`src/rtl/core/pfcp_pkg.sv`:
```
// ----------------------------------------------------------------------------
// pfcp_pkg
// Types and constants shared by the PFCP transaction engine.
// ----------------------------------------------------------------------------
package pfcp_pkg;

  localparam logic [2:0] CMD_CREATE   = 3'd0;
  localparam logic [2:0] CMD_TRANSMIT = 3'd1;
  localparam logic [2:0] CMD_RECEIVE  = 3'd2;
  localparam logic [2:0] CMD_COMMIT   = 3'd3;
  localparam logic [2:0] CMD_RSP_TO   = 3'd4;
  localparam logic [2:0] CMD_HOLD_TO  = 3'd5;
  localparam logic [2:0] CMD_DELETE   = 3'd6;

  localparam logic [1:0] ST_OK   = 2'd0;
  localparam logic [1:0] ST_ERR  = 2'd1;
  localparam logic [1:0] ST_DUP  = 2'd2;
  localparam logic [1:0] ST_FULL = 2'd3;

  localparam logic [1:0] RT_NONE  = 2'd0;
  localparam logic [1:0] RT_START = 2'd1;
  localparam logic [1:0] RT_STOP  = 2'd2;

  localparam logic [1:0] STG_NONE  = 2'd0;
  localparam logic [1:0] STG_INIT  = 2'd1;
  localparam logic [1:0] STG_FINAL = 2'd2;

  localparam logic [1:0] REG_RSP_RETRIES  = 2'd0;
  localparam logic [1:0] REG_HOLD_RETRIES = 2'd1;

  typedef struct packed {
    logic [2:0]  cmd;
    logic [3:0]  slot;
    logic [3:0]  peer;
    logic [7:0]  msg_type;
    logic [23:0] seq_num;
  } in_item_t;

  typedef struct packed {
    logic [1:0]  status;
    logic [3:0]  result_slot;
    logic [23:0] result_xid;
    logic [1:0]  send_step;
    logic [1:0]  response_timer;
    logic        holding_timer_start;
    logic        released;
    logic        gave_up;
  } out_item_t;

  typedef enum logic [2:0] {
    S_IDLE, S_SCAN, S_EXEC, S_OUT
  } state_t;

  // controller -> datapath
  typedef struct packed {
    logic load;      // capture input beat
    logic scan_clr;  // reset scan pointer
    logic scan_step; // examine one slot, advance
    logic fetch;     // read stored message type for execution
    logic exec;      // apply command, build result
  } dp_cmd_t;

  // datapath -> controller
  typedef struct packed {
    logic scan_done;
  } dp_sts_t;

  function automatic logic [1:0] stage_of(input logic [7:0] t);
    case (t)
      8'd1, 8'd5, 8'd7, 8'd9, 8'd50, 8'd52, 8'd54, 8'd56: stage_of = STG_INIT;
      8'd2, 8'd6, 8'd8, 8'd10, 8'd11, 8'd51, 8'd53, 8'd55, 8'd57: stage_of = STG_FINAL;
      default: stage_of = STG_NONE;
    endcase
  endfunction

endpackage

```
`src/rtl/core/pfcp_transaction_engine.sv`:
```
// ----------------------------------------------------------------------------
// pfcp_transaction_engine
// PFCP request/response transaction table with timer and resend control.
// ----------------------------------------------------------------------------
// Usage:
//   in_*  : one command beat (cmd, slot, peer, msg_type, seq_num) per item.
//   out_* : one result beat per command, held until out_stall is low.
//   cfg_* : APB-style write/read of response_retries (0x0) and
//           holding_retries (0x4); pready is always high.
// Timing: each beat walks the whole table, one slot per cycle, to find a
//   matching transaction and the first free slot. The next beat is taken
//   the cycle after the result is taken, so a new beat is not accepted
//   while the last one is still being scanned, executed or presented.
// Reset (rst_n low, synchronous): all slots free, id counter zero,
//   retries back to 3 and 4.
// A stalled result holds its value; input stays stalled meanwhile.
// ----------------------------------------------------------------------------
module pfcp_transaction_engine #(
  parameter int NUM_SLOTS    = 16,
  parameter int NUM_PEERS    = 16,
  parameter int MAX_LOCAL_ID = 8388608
) (
  input  logic                clk,
  input  logic                rst_n,
  input  logic                in_valid,
  output logic                in_stall,
  input  pfcp_pkg::in_item_t  in_data,
  output logic                out_valid,
  input  logic                out_stall,
  output pfcp_pkg::out_item_t out_data,
  input  logic                cfg_psel,
  input  logic                cfg_penable,
  input  logic                cfg_pwrite,
  input  logic [2:0]          cfg_paddr,
  input  logic [31:0]         cfg_pwdata,
  output logic [31:0]         cfg_prdata,
  output logic                cfg_pready
);
  import pfcp_pkg::*;

  logic [3:0] rsp_r, hold_r;
  dp_cmd_t cmd;
  dp_sts_t sts;
  logic [1:0] ridx;

  assign cfg_pready = 1'b1;
  assign ridx = cfg_paddr[1:0] == 2'd0 ? {1'b0, cfg_paddr[2]} : 2'd3;

  always_ff @(posedge clk) begin
    if (!rst_n) begin
      rsp_r  <= 4'd3;
      hold_r <= 4'd4;
    end else if (cfg_psel && cfg_penable && cfg_pwrite) begin
      case (ridx)
        REG_RSP_RETRIES:  rsp_r  <= cfg_pwdata[3:0];
        REG_HOLD_RETRIES: hold_r <= cfg_pwdata[3:0];
        default: ;
      endcase
    end
  end

  always_comb begin
    case (ridx)
      REG_RSP_RETRIES:  cfg_prdata = {28'd0, rsp_r};
      REG_HOLD_RETRIES: cfg_prdata = {28'd0, hold_r};
      default:          cfg_prdata = '0;
    endcase
  end

  pfcp_ctrl u_ctrl (
    .clk, .rst_n, .in_valid, .in_stall, .out_valid, .out_stall, .sts, .cmd
  );

  pfcp_dp #(.NUM_SLOTS(NUM_SLOTS), .NUM_PEERS(NUM_PEERS),
            .MAX_LOCAL_ID(MAX_LOCAL_ID)) u_dp (
    .clk, .rst_n, .in_data, .cmd, .sts,
    .rsp_retries(rsp_r), .hold_retries(hold_r), .out_data
  );
endmodule

```
`src/rtl/core/pfcp_ctrl.sv`:
```
// ----------------------------------------------------------------------------
// pfcp_ctrl
// Sequencer: accept beat, scan the table, execute, present the result.
// ----------------------------------------------------------------------------
module pfcp_ctrl (
  input  logic              clk,
  input  logic              rst_n,
  input  logic              in_valid,
  output logic              in_stall,
  output logic              out_valid,
  input  logic              out_stall,
  input  pfcp_pkg::dp_sts_t sts,
  output pfcp_pkg::dp_cmd_t cmd
);
  import pfcp_pkg::*;

  state_t state_r, state_nxt;

  always_ff @(posedge clk) begin
    if (!rst_n) state_r <= S_IDLE;
    else        state_r <= state_nxt;
  end

  always_comb begin
    state_nxt = state_r;
    case (state_r)
      S_IDLE: if (in_valid) state_nxt = S_SCAN;
      S_SCAN: if (sts.scan_done) state_nxt = S_EXEC;
      S_EXEC: state_nxt = S_OUT;
      S_OUT:  if (!out_stall) state_nxt = S_IDLE;
      default: state_nxt = S_IDLE;
    endcase
  end

  always_comb begin
    cmd       = '0;
    in_stall  = 1'b1;
    out_valid = 1'b0;
    case (state_r)
      S_IDLE: begin
        in_stall     = 1'b0;
        cmd.load     = in_valid;
        cmd.scan_clr = 1'b1;
      end
      S_SCAN: begin
        cmd.scan_step = !sts.scan_done;
        cmd.fetch     = sts.scan_done;
      end
      S_EXEC: cmd.exec = 1'b1;
      S_OUT:  out_valid = 1'b1;
      default: ;
    endcase
  end

`ifndef SYNTHESIS
  a_out_only_in_out: assert property (@(posedge clk) disable iff (!rst_n)
    out_valid |-> state_r == S_OUT) else $error("out_valid outside S_OUT");
  a_no_accept_busy: assert property (@(posedge clk) disable iff (!rst_n)
    (state_r != S_IDLE) |-> in_stall) else $error("accept while busy");
  a_exec_then_out: assert property (@(posedge clk) disable iff (!rst_n)
    cmd.exec |=> out_valid) else $error("exec not followed by result");
`endif
endmodule

```
`src/rtl/core/pfcp_dp.sv`:
```
// ----------------------------------------------------------------------------
// pfcp_dp
// Transaction table, one-slot-a-cycle match/free scan and command execution.
// ----------------------------------------------------------------------------
module pfcp_dp #(
  parameter int NUM_SLOTS    = 16,
  parameter int NUM_PEERS    = 16,
  parameter int MAX_LOCAL_ID = 8388608
) (
  input  logic               clk,
  input  logic               rst_n,
  input  pfcp_pkg::in_item_t in_data,
  input  pfcp_pkg::dp_cmd_t  cmd,
  output pfcp_pkg::dp_sts_t  sts,
  input  logic [3:0]         rsp_retries,
  input  logic [3:0]         hold_retries,
  output pfcp_pkg::out_item_t out_data
);
  import pfcp_pkg::*;

  localparam int SW = (NUM_SLOTS > 1) ? $clog2(NUM_SLOTS) : 1;
  localparam int CW = $clog2(NUM_SLOTS + 1);

  logic [NUM_SLOTS-1:0] valid_r;
  logic                 local_r [NUM_SLOTS];
  logic [3:0]           peer_r  [NUM_SLOTS];
  logic [23:0]          id_r    [NUM_SLOTS];
  logic [1:0]           step_r  [NUM_SLOTS];
  logic [7:0]           types_r [NUM_SLOTS][3];
  logic [2:0]           stored_r[NUM_SLOTS];
  logic [3:0]           sends_r [NUM_SLOTS];
  logic [3:0]           holds_r [NUM_SLOTS];
  logic [23:0]          next_id_r;

  in_item_t  it_r;
  out_item_t res_r;
  logic [CW-1:0] ptr_r;
  logic          hit_r, free_f_r;
  logic [SW-1:0] hit_s_r, free_s_r;
  logic [7:0]    types_q_r;

  logic [SW-1:0] pidx;
  assign pidx = ptr_r[SW-1:0];
  assign sts.scan_done = (ptr_r == CW'(NUM_SLOTS));
  assign out_data = res_r;

  logic want_local;
  assign want_local = (stage_of(it_r.msg_type) == STG_FINAL);

  always_ff @(posedge clk) begin
    if (cmd.load) it_r <= in_data;
    if (cmd.scan_clr) begin
      ptr_r <= '0; hit_r <= 1'b0; free_f_r <= 1'b0;
    end else if (cmd.scan_step) begin
      ptr_r <= ptr_r + CW'(1);
      if (!hit_r && valid_r[pidx] && local_r[pidx] == want_local &&
          peer_r[pidx] == it_r.peer && id_r[pidx] == it_r.seq_num) begin
        hit_r <= 1'b1; hit_s_r <= pidx;
      end
      if (!free_f_r && !valid_r[pidx]) begin
        free_f_r <= 1'b1; free_s_r <= pidx;
      end
    end
  end

  // execution
  logic [SW-1:0] s;
  logic          slot_ok;
  logic [1:0]    st, stg, cstg;
  logic [23:0]   xid;
  logic [7:0]    last_t;
  logic [SW-1:0] fs;
  logic [1:0]    fk;

  always_comb begin
    s = it_r.slot[SW-1:0];
    slot_ok = (32'(it_r.slot) < NUM_SLOTS) && valid_r[s];
    st = step_r[s];
    xid = id_r[s];
    stg = stage_of(it_r.msg_type);
    last_t = types_q_r;
    cstg = stage_of(last_t);
  end

  // receive needs the first type of the matched slot, commit the last one
  always_comb begin
    if (it_r.cmd == CMD_RECEIVE) begin
      fs = hit_s_r; fk = 2'd0;
    end else begin
      fs = s; fk = (st != 2'd0) ? st - 2'd1 : 2'd0;
    end
  end

  always_ff @(posedge clk) begin
    if (cmd.fetch) types_q_r <= types_r[fs][fk];
  end

  function automatic logic [1:0] snd(input logic [2:0] m, input logic [1:0] k);
    snd = (k <= 2'd2 && m[k]) ? k + 2'd1 : 2'd0;
  endfunction

  always_ff @(posedge clk) begin
    if (!rst_n) begin
      valid_r   <= '0;
      next_id_r <= '0;
    end else if (cmd.exec) begin
      out_item_t r;
      logic [SW-1:0] rs;
      logic [23:0] nid;
      logic [1:0] rst_st;
      logic err, dup, hold_f, is_local;
      logic [2:0] mst;
      r = '0;
      rs = '0; nid = '0; rst_st = '0; err = 1'b0; dup = 1'b0;
      hold_f = 1'b0; is_local = 1'b0; mst = '0;
      case (it_r.cmd)
        CMD_CREATE: begin
          if (32'(it_r.peer) >= NUM_PEERS) r.status = ST_ERR;
          else if (!free_f_r) r.status = ST_FULL;
          else begin
            nid = (32'(next_id_r) >= MAX_LOCAL_ID) ? 24'd1 : next_id_r + 24'd1;
            next_id_r <= nid;
            valid_r[free_s_r] <= 1'b1; local_r[free_s_r] <= 1'b1;
            peer_r[free_s_r] <= it_r.peer; id_r[free_s_r] <= nid;
            step_r[free_s_r] <= '0; stored_r[free_s_r] <= '0;
            sends_r[free_s_r] <= rsp_retries; holds_r[free_s_r] <= hold_retries;
            r.result_slot = 4'(free_s_r); r.result_xid = nid;
          end
        end
        CMD_RECEIVE: begin
          if (32'(it_r.peer) >= NUM_PEERS || stg == STG_NONE) r.status = ST_ERR;
          else if (!hit_r && !free_f_r) r.status = ST_FULL;
          else begin
            if (hit_r) begin
              rs = hit_s_r; rst_st = step_r[rs]; is_local = local_r[rs];
              nid = id_r[rs]; mst = stored_r[rs];
            end else begin
              rs = free_s_r; rst_st = '0; is_local = 1'b0; nid = it_r.seq_num;
              valid_r[rs] <= 1'b1; local_r[rs] <= 1'b0; peer_r[rs] <= it_r.peer;
              id_r[rs] <= it_r.seq_num; stored_r[rs] <= '0;
              sends_r[rs] <= rsp_retries; holds_r[rs] <= hold_retries;
            end
            r.result_slot = 4'(rs); r.result_xid = nid;
            if (is_local) err = !(stg == STG_FINAL && rst_st == 2'd1);
            else if (stg == STG_INIT) begin
              if (rst_st >= 2'd1 && types_q_r == it_r.msg_type) begin
                if (rst_st == 2'd3) err = 1'b1;
                else dup = 1'b1;
              end else if (rst_st != 2'd0) err = 1'b1;
              else hold_f = 1'b1;
            end else err = (rst_st != 2'd2);
            if (err) begin
              valid_r[rs] <= 1'b0;
              r.status = ST_ERR; r.released = 1'b1;
              if (!hit_r) step_r[rs] <= '0;
            end else if (dup) begin
              r.status = ST_DUP; r.send_step = snd(mst, 2'd1);
              r.holding_timer_start = (snd(mst, 2'd1) != 2'd0);
            end else begin
              types_r[rs][rst_st] <= it_r.msg_type;
              step_r[rs] <= rst_st + 2'd1;
              r.response_timer = RT_STOP; r.holding_timer_start = hold_f;
            end
          end
        end
        default: begin
          r.result_slot = it_r.slot;
          if (it_r.cmd == 3'd7 || !slot_ok) r.status = ST_ERR;
          else begin
            r.result_xid = xid;
            case (it_r.cmd)
              CMD_TRANSMIT: begin
                if (local_r[s]) err = !((stg == STG_INIT && st == 2'd0) ||
                                        (stg == STG_FINAL && st == 2'd2));
                else err = !(stg == STG_FINAL && st == 2'd1);
                if (err) r.status = ST_ERR;
                else begin
                  types_r[s][st] <= it_r.msg_type;
                  stored_r[s] <= stored_r[s] | (3'd1 << st);
                  step_r[s] <= st + 2'd1;
                end
              end
              CMD_COMMIT: begin
                // dup flags "send", err stays set for error release
                err = 1'b1;
                if (st != 2'd0) begin
                  if (local_r[s]) begin
                    if (cstg == STG_INIT && st == 2'd1) begin
                      dup = 1'b1; r.response_timer = RT_START;
                    end else if (cstg == STG_FINAL && st == 2'd2) err = 1'b0;
                    else if (cstg == STG_FINAL && st == 2'd3) dup = 1'b1;
                  end else begin
                    if (cstg == STG_FINAL && st == 2'd3) err = 1'b0;
                    else if (cstg == STG_FINAL && st == 2'd2) dup = 1'b1;
                  end
                end
                if (dup) r.send_step = snd(stored_r[s], st - 2'd1);
                else begin
                  valid_r[s] <= 1'b0; r.released = 1'b1;
                  r.status = err ? ST_ERR : ST_OK;
                end
              end
              CMD_RSP_TO: begin
                if (sends_r[s] > 4'd1) begin
                  sends_r[s] <= sends_r[s] - 4'd1;
                  r.send_step = (st != 2'd0) ? snd(stored_r[s], st - 2'd1) : 2'd0;
                  r.response_timer = RT_START;
                end else begin
                  sends_r[s] <= '0; valid_r[s] <= 1'b0;
                  r.released = 1'b1; r.gave_up = 1'b1;
                end
              end
              CMD_HOLD_TO: begin
                if (holds_r[s] > 4'd1) begin
                  holds_r[s] <= holds_r[s] - 4'd1; r.holding_timer_start = 1'b1;
                end else begin
                  holds_r[s] <= '0; valid_r[s] <= 1'b0; r.released = 1'b1;
                end
              end
              default: begin
                valid_r[s] <= 1'b0; r.released = 1'b1;
              end
            endcase
          end
        end
      endcase
      res_r <= r;
    end
  end
endmodule
```
`config.mk`:
```
export PLATFORM = sky130hd
export DESIGN_NAME = pfcp_transaction_engine
export DESIGN_NICKNAME = d
export VERILOG_FILES = /design/src/rtl/core/pfcp_pkg.sv /design/src/rtl/core/pfcp_transaction_engine.sv /design/src/rtl/core/pfcp_ctrl.sv /design/src/rtl/core/pfcp_dp.sv
export SDC_FILE = /design/constraint.sdc
export NUM_CORES = 2
export LEC_CHECK = 0
export BUFFER_PORTS_ARGS = -buffer_cell sky130_fd_sc_hd__buf_2
export CAP_MARGIN = 25
export CORE_MARGIN = 8
export CORE_UTILIZATION = 45
export CTS_CLUSTER_SIZE = 20
export DETAILED_ROUTE_END_ITERATION = 10
export GPL_TIMING_DRIVEN = 1
export HOLD_SLACK_MARGIN = 0.08
export PLACE_DENSITY_LB_ADDON = 0.25
export SYNTH_ARGS = -nofsm -noshare
export SYNTH_HDL_FRONTEND = slang
export SYNTH_SLANG_ARGS = --single-unit
```
`constraint.sdc`:
```
create_clock -name clk -period 7.72 [get_ports clk]
set_clock_uncertainty 0.05 [all_clocks]
set_input_delay 1.544 -clock clk [delete_from_list [all_inputs] [get_ports clk]]
set_output_delay 1.544 -clock clk [all_outputs]
set_load 0.02 [all_outputs]
```
==> flow_summary.yaml <==
grt:
  grtUsageMet2_pct: 35.9
  grt_usage_pct: 23.1
  antenna_found_initial: 0
  grt_max_degree: 66
  grt_pass1_vias: 34900
  grt-busiest-layer: "met2"
  gr-total-overflow: 0
  gr-usage-met3_pct: 5.13
  grt_use_met1_pct: 31.9
  grt_first_pass_wirelength_um: 241000
finish:
  area_growth_pct: 12.1
  drive_above_1_share_pct: 25.4
  diodes: 0
  fin_area_um2: 64700
  regArea_um2: 36100
  fin_nets: 3845
  fill_cells: 10400
  multi_input_area_um2: 20400
  final_cells: 5504
setup_path:
  cp_num_buf_inv: 2
  crit_end: "u_dp.types_r[15][21]"
  rrSetupSlack_ns: 2.14
  cp_max_fo: 50
  worst_ep_required_time_ns: 8.07
  critical_path_class: "reg -> reg"
  cp_data_arrival_time_ns: 5.93
  worstSetupEndpointType: "register"
  crit_family: "simple AND/OR/NAND/NOR gates"
  cp_slowest_cell: "dfxtp_4"
  start_kind: "register"
  cpPeakStageDelay_ns: 0.90
  cp_num_cells: 12
  reg2reg_depth: 12
  reg2reg_to: "u_dp.types_r[15][21]"
  crit_chain: "mux4_2, mux2_2, o211ai_1, inv_1, ha_1, or3_1, o311a_1, o31a_4, nor4b_4, a22oi_1, buf_4, nor2_1"
flow_run:
  maxCapViolations: 0
cts:
  insertion_delay_ns: 0.78
  cts.sinks: 1225
  cts_made_buffers: 132
  cts_resized: 0
  h-tree-depth: 4
  clk_pin_slew_ns: 0.06
  root_buffer: "clkbuf_16"
  postCtsSetupBuffers: 0
  cts_tree: "built"
  clock_path_buffers: 3
  postCtsHoldBufs: 0
routing:
  vias: 35100
  wire_per_inst_um: 29.8
  drc: 0
  wirelength_um: 164000
  drt_first_iter_violations: 4244
  ant_nets: 0
  via_per_inst: 6.38
  first_pass_iters: 6
placement:
  numPortBuffers: 99
  place_area_um2: 60200
  dp.cells: 5258
  hpwl_um: 103000
  dp_slack_ns: 1.86
  gp_congestion: 0.943
sta:
  hold_viol: 0
  period_share_pct: 72.3
  relSlewSlack_pct: 22.9
  setup_viol_count_final: 0
  max_clock_freq_ghz: 0.179
  slew_violations: 0
  finalSetupTns_ns: 0
  tightest_slew_ns: 1.14
  setup_ws_ns: 2.14
  rsz0062_at_grt: "no"
  fin_crit_ns: 5.58
synthesis:
  avgSynthCellArea_um2: 15.8
  synth.distinct_cells: 79
  synth_edf_count: 1152
  netlist_area_um2: 57700
  yosys_warnings: 0
  synthFlopType: "edfxtp_1"
  ys_async_sr_fraction_pct: 0
  yosysSeqAreaShare_pct: 62.5
  synth-seq-cells: 1225
  syn_inst: 3640
pwr:
  ir_worst_vdd_mv: 0.244
  p_leak_nw: 21.7
  power_density_nw_per_um2: 275
floorplan:
  initial_core_util_pct: 45.3
  io-pin-count: 157
  die_w_um: 374
  die_y_um: 374
  dieArea_um2: 140000
  fp.coreArea_um2: 127000
  fp-row-count: 131
worst_hold_path:
  hold_class: "reg -> reg"
status:
  run_status: "completed"
[worst min-delay path by stage]
| stage | start | end | slack, ns | cells after the start |
|---|---|---|---|---|
| after floorplan | u_dp.ptr_r[1] | u_dp.free_s_r[1] | 0.40 | 0 |
| final | u_dp.next_id_r[7] | u_dp.next_id_r[7] | 0.45 | 2 |
| after detailed placement | u_dp.next_id_r[7] | u_dp.next_id_r[7] | 0.44 | 2 |
| after global placement | u_dp.next_id_r[7] | u_dp.next_id_r[7] | 0.43 | 2 |
| after global routing | u_dp.next_id_r[11] | u_dp.next_id_r[11] | 0.48 | 2 |
| after CTS | u_dp.next_id_r[5] | u_dp.next_id_r[5] | 0.45 | 2 |
[final cells by class]
type                    count  area share (%)
multi-input cells        2101            31.5
inverters                  69           0.402
well taps                1662            3.21
repair buffers            208            2.25
flip-flops and latches   1225            55.8
clock inverters            80            1.46
clock buffers             159            5.36
[where the power goes]
group | total, mW | internal [mW] | leakage [nW] | switching [mW]
combinational | 3.48 | 1.37 | 7.91 | 2.10
sequential | 7.83 | 7.51 | 11.6 | 0.322
clock | 6.49 | 3.75 | 2.14 | 2.73
[metrics by stage]
step / utilization (%) / power, mW / hold WS (ns)
6_report: 50.8 / 17.8 / 0.447
5_1_grt: 50.8 / 18.4 / 0.479
4_1_cts: 50.7 / 17.9 / 0.447
3_5_place_dp: 47.3 / 11.4 / 0.439
3_3_place_gp: 47.2 / 11.4 / 0.433
2_1_floorplan: - / 10.2 / 0.400
[flip-flops by register name, summed over array words and instances (netlist names), 24 cells and up, named ones only]
| register | cells |
|---|---|
| u_dp.id_r | 384 |
| u_dp.types_r | 384 |
| u_dp.holds_r | 64 |
| u_dp.peer_r | 64 |
| u_dp.sends_r | 64 |
| u_dp.stored_r | 48 |
| u_dp.it_r | 39 |
| u_dp.out_data | 37 |
| u_dp.step_r | 32 |
| u_dp.next_id_r | 24 |
[cell families after synthesis]
group / Yosys count / synth area share [%]
and+or+nand+nor: 943 / 7.29
muxes: 601 / 21.2
xor gates and xnor gates: 65 / 0.987
AOI/OAI and AO/OA: 440 / 5.08
adders and majority gates: 23 / 0.499
other: 2 / 0.0130
DFF: 1225 / 62.5
buffers and inverters: 341 / 2.47
[layer usage]
metal	routed length, um	up-vias
met5	0	-
met3	15200	321
met2	76400	1882
met4	6080	0
met1	66300	18200
li1	-	14700
[Yosys cell counts, types with 6 or more instances]
cell type  count  area share [%]
nand4_1       28            0.30
a21o_1         7           0.091
edfxtp_1    1152              60
nand3_1       92            0.80
nor4_1         9           0.098
a21boi_0      17            0.22
buf_2         18            0.16
dfxtp_1       73             2.5
ha_1          23            0.50
mux4_2       493              19
a21oi_1       88            0.76
a221oi_1       7            0.11
o21a_1         6           0.078
mux2i_1       92             1.6
a31oi_1       21            0.23
xor2_1        13            0.20
a22oi_1       53            0.69
or2_2          8           0.087
nor2_1       228             1.5
o22ai_1       12            0.13
a311oi_1      17            0.26
o211ai_1      10            0.13
nor4bb_1       6            0.10
and2_1        13            0.14
buf_1         54            0.35
o211a_1        9            0.16
a41oi_1        7            0.11
nor3_1        35            0.30
nand2_1      418             2.7
inv_1         68            0.44
clkbuf_1     169             1.1
nand2b_1      24            0.26
and3_1        31            0.34
xnor2_1       52            0.79
a211oi_1      26            0.34
mux2_2        14            0.27
nor2b_1       24            0.26
o221ai_1      15            0.23
a32oi_1        7            0.11
buf_4         29            0.38
o21ai_0      104            0.90
[worst min-delay path: stages (launching register included)]
cell	delay (ns)
dfxtp_1	0.33
nand2_1	0.05
a21boi_0	0.07
[cells in the final DEF, fill, tap and decap left out, types with 60 or more instances in the layout]
cell type / netlist / routed
edfxtp_1: 1152 / 1152
mux4_2: 493 / 493
nand2_1: 418 / 418
nor2_1: 228 / 225
clkbuf_16: 0 / 133
o21ai_0: 104 / 104
buf_2: 18 / 99
buf_4: 29 / 98
nand3_1: 92 / 92
mux2i_1: 92 / 91
a21oi_1: 88 / 85
dfxtp_1: 73 / 60
Power figures use the tool's default switching activity.
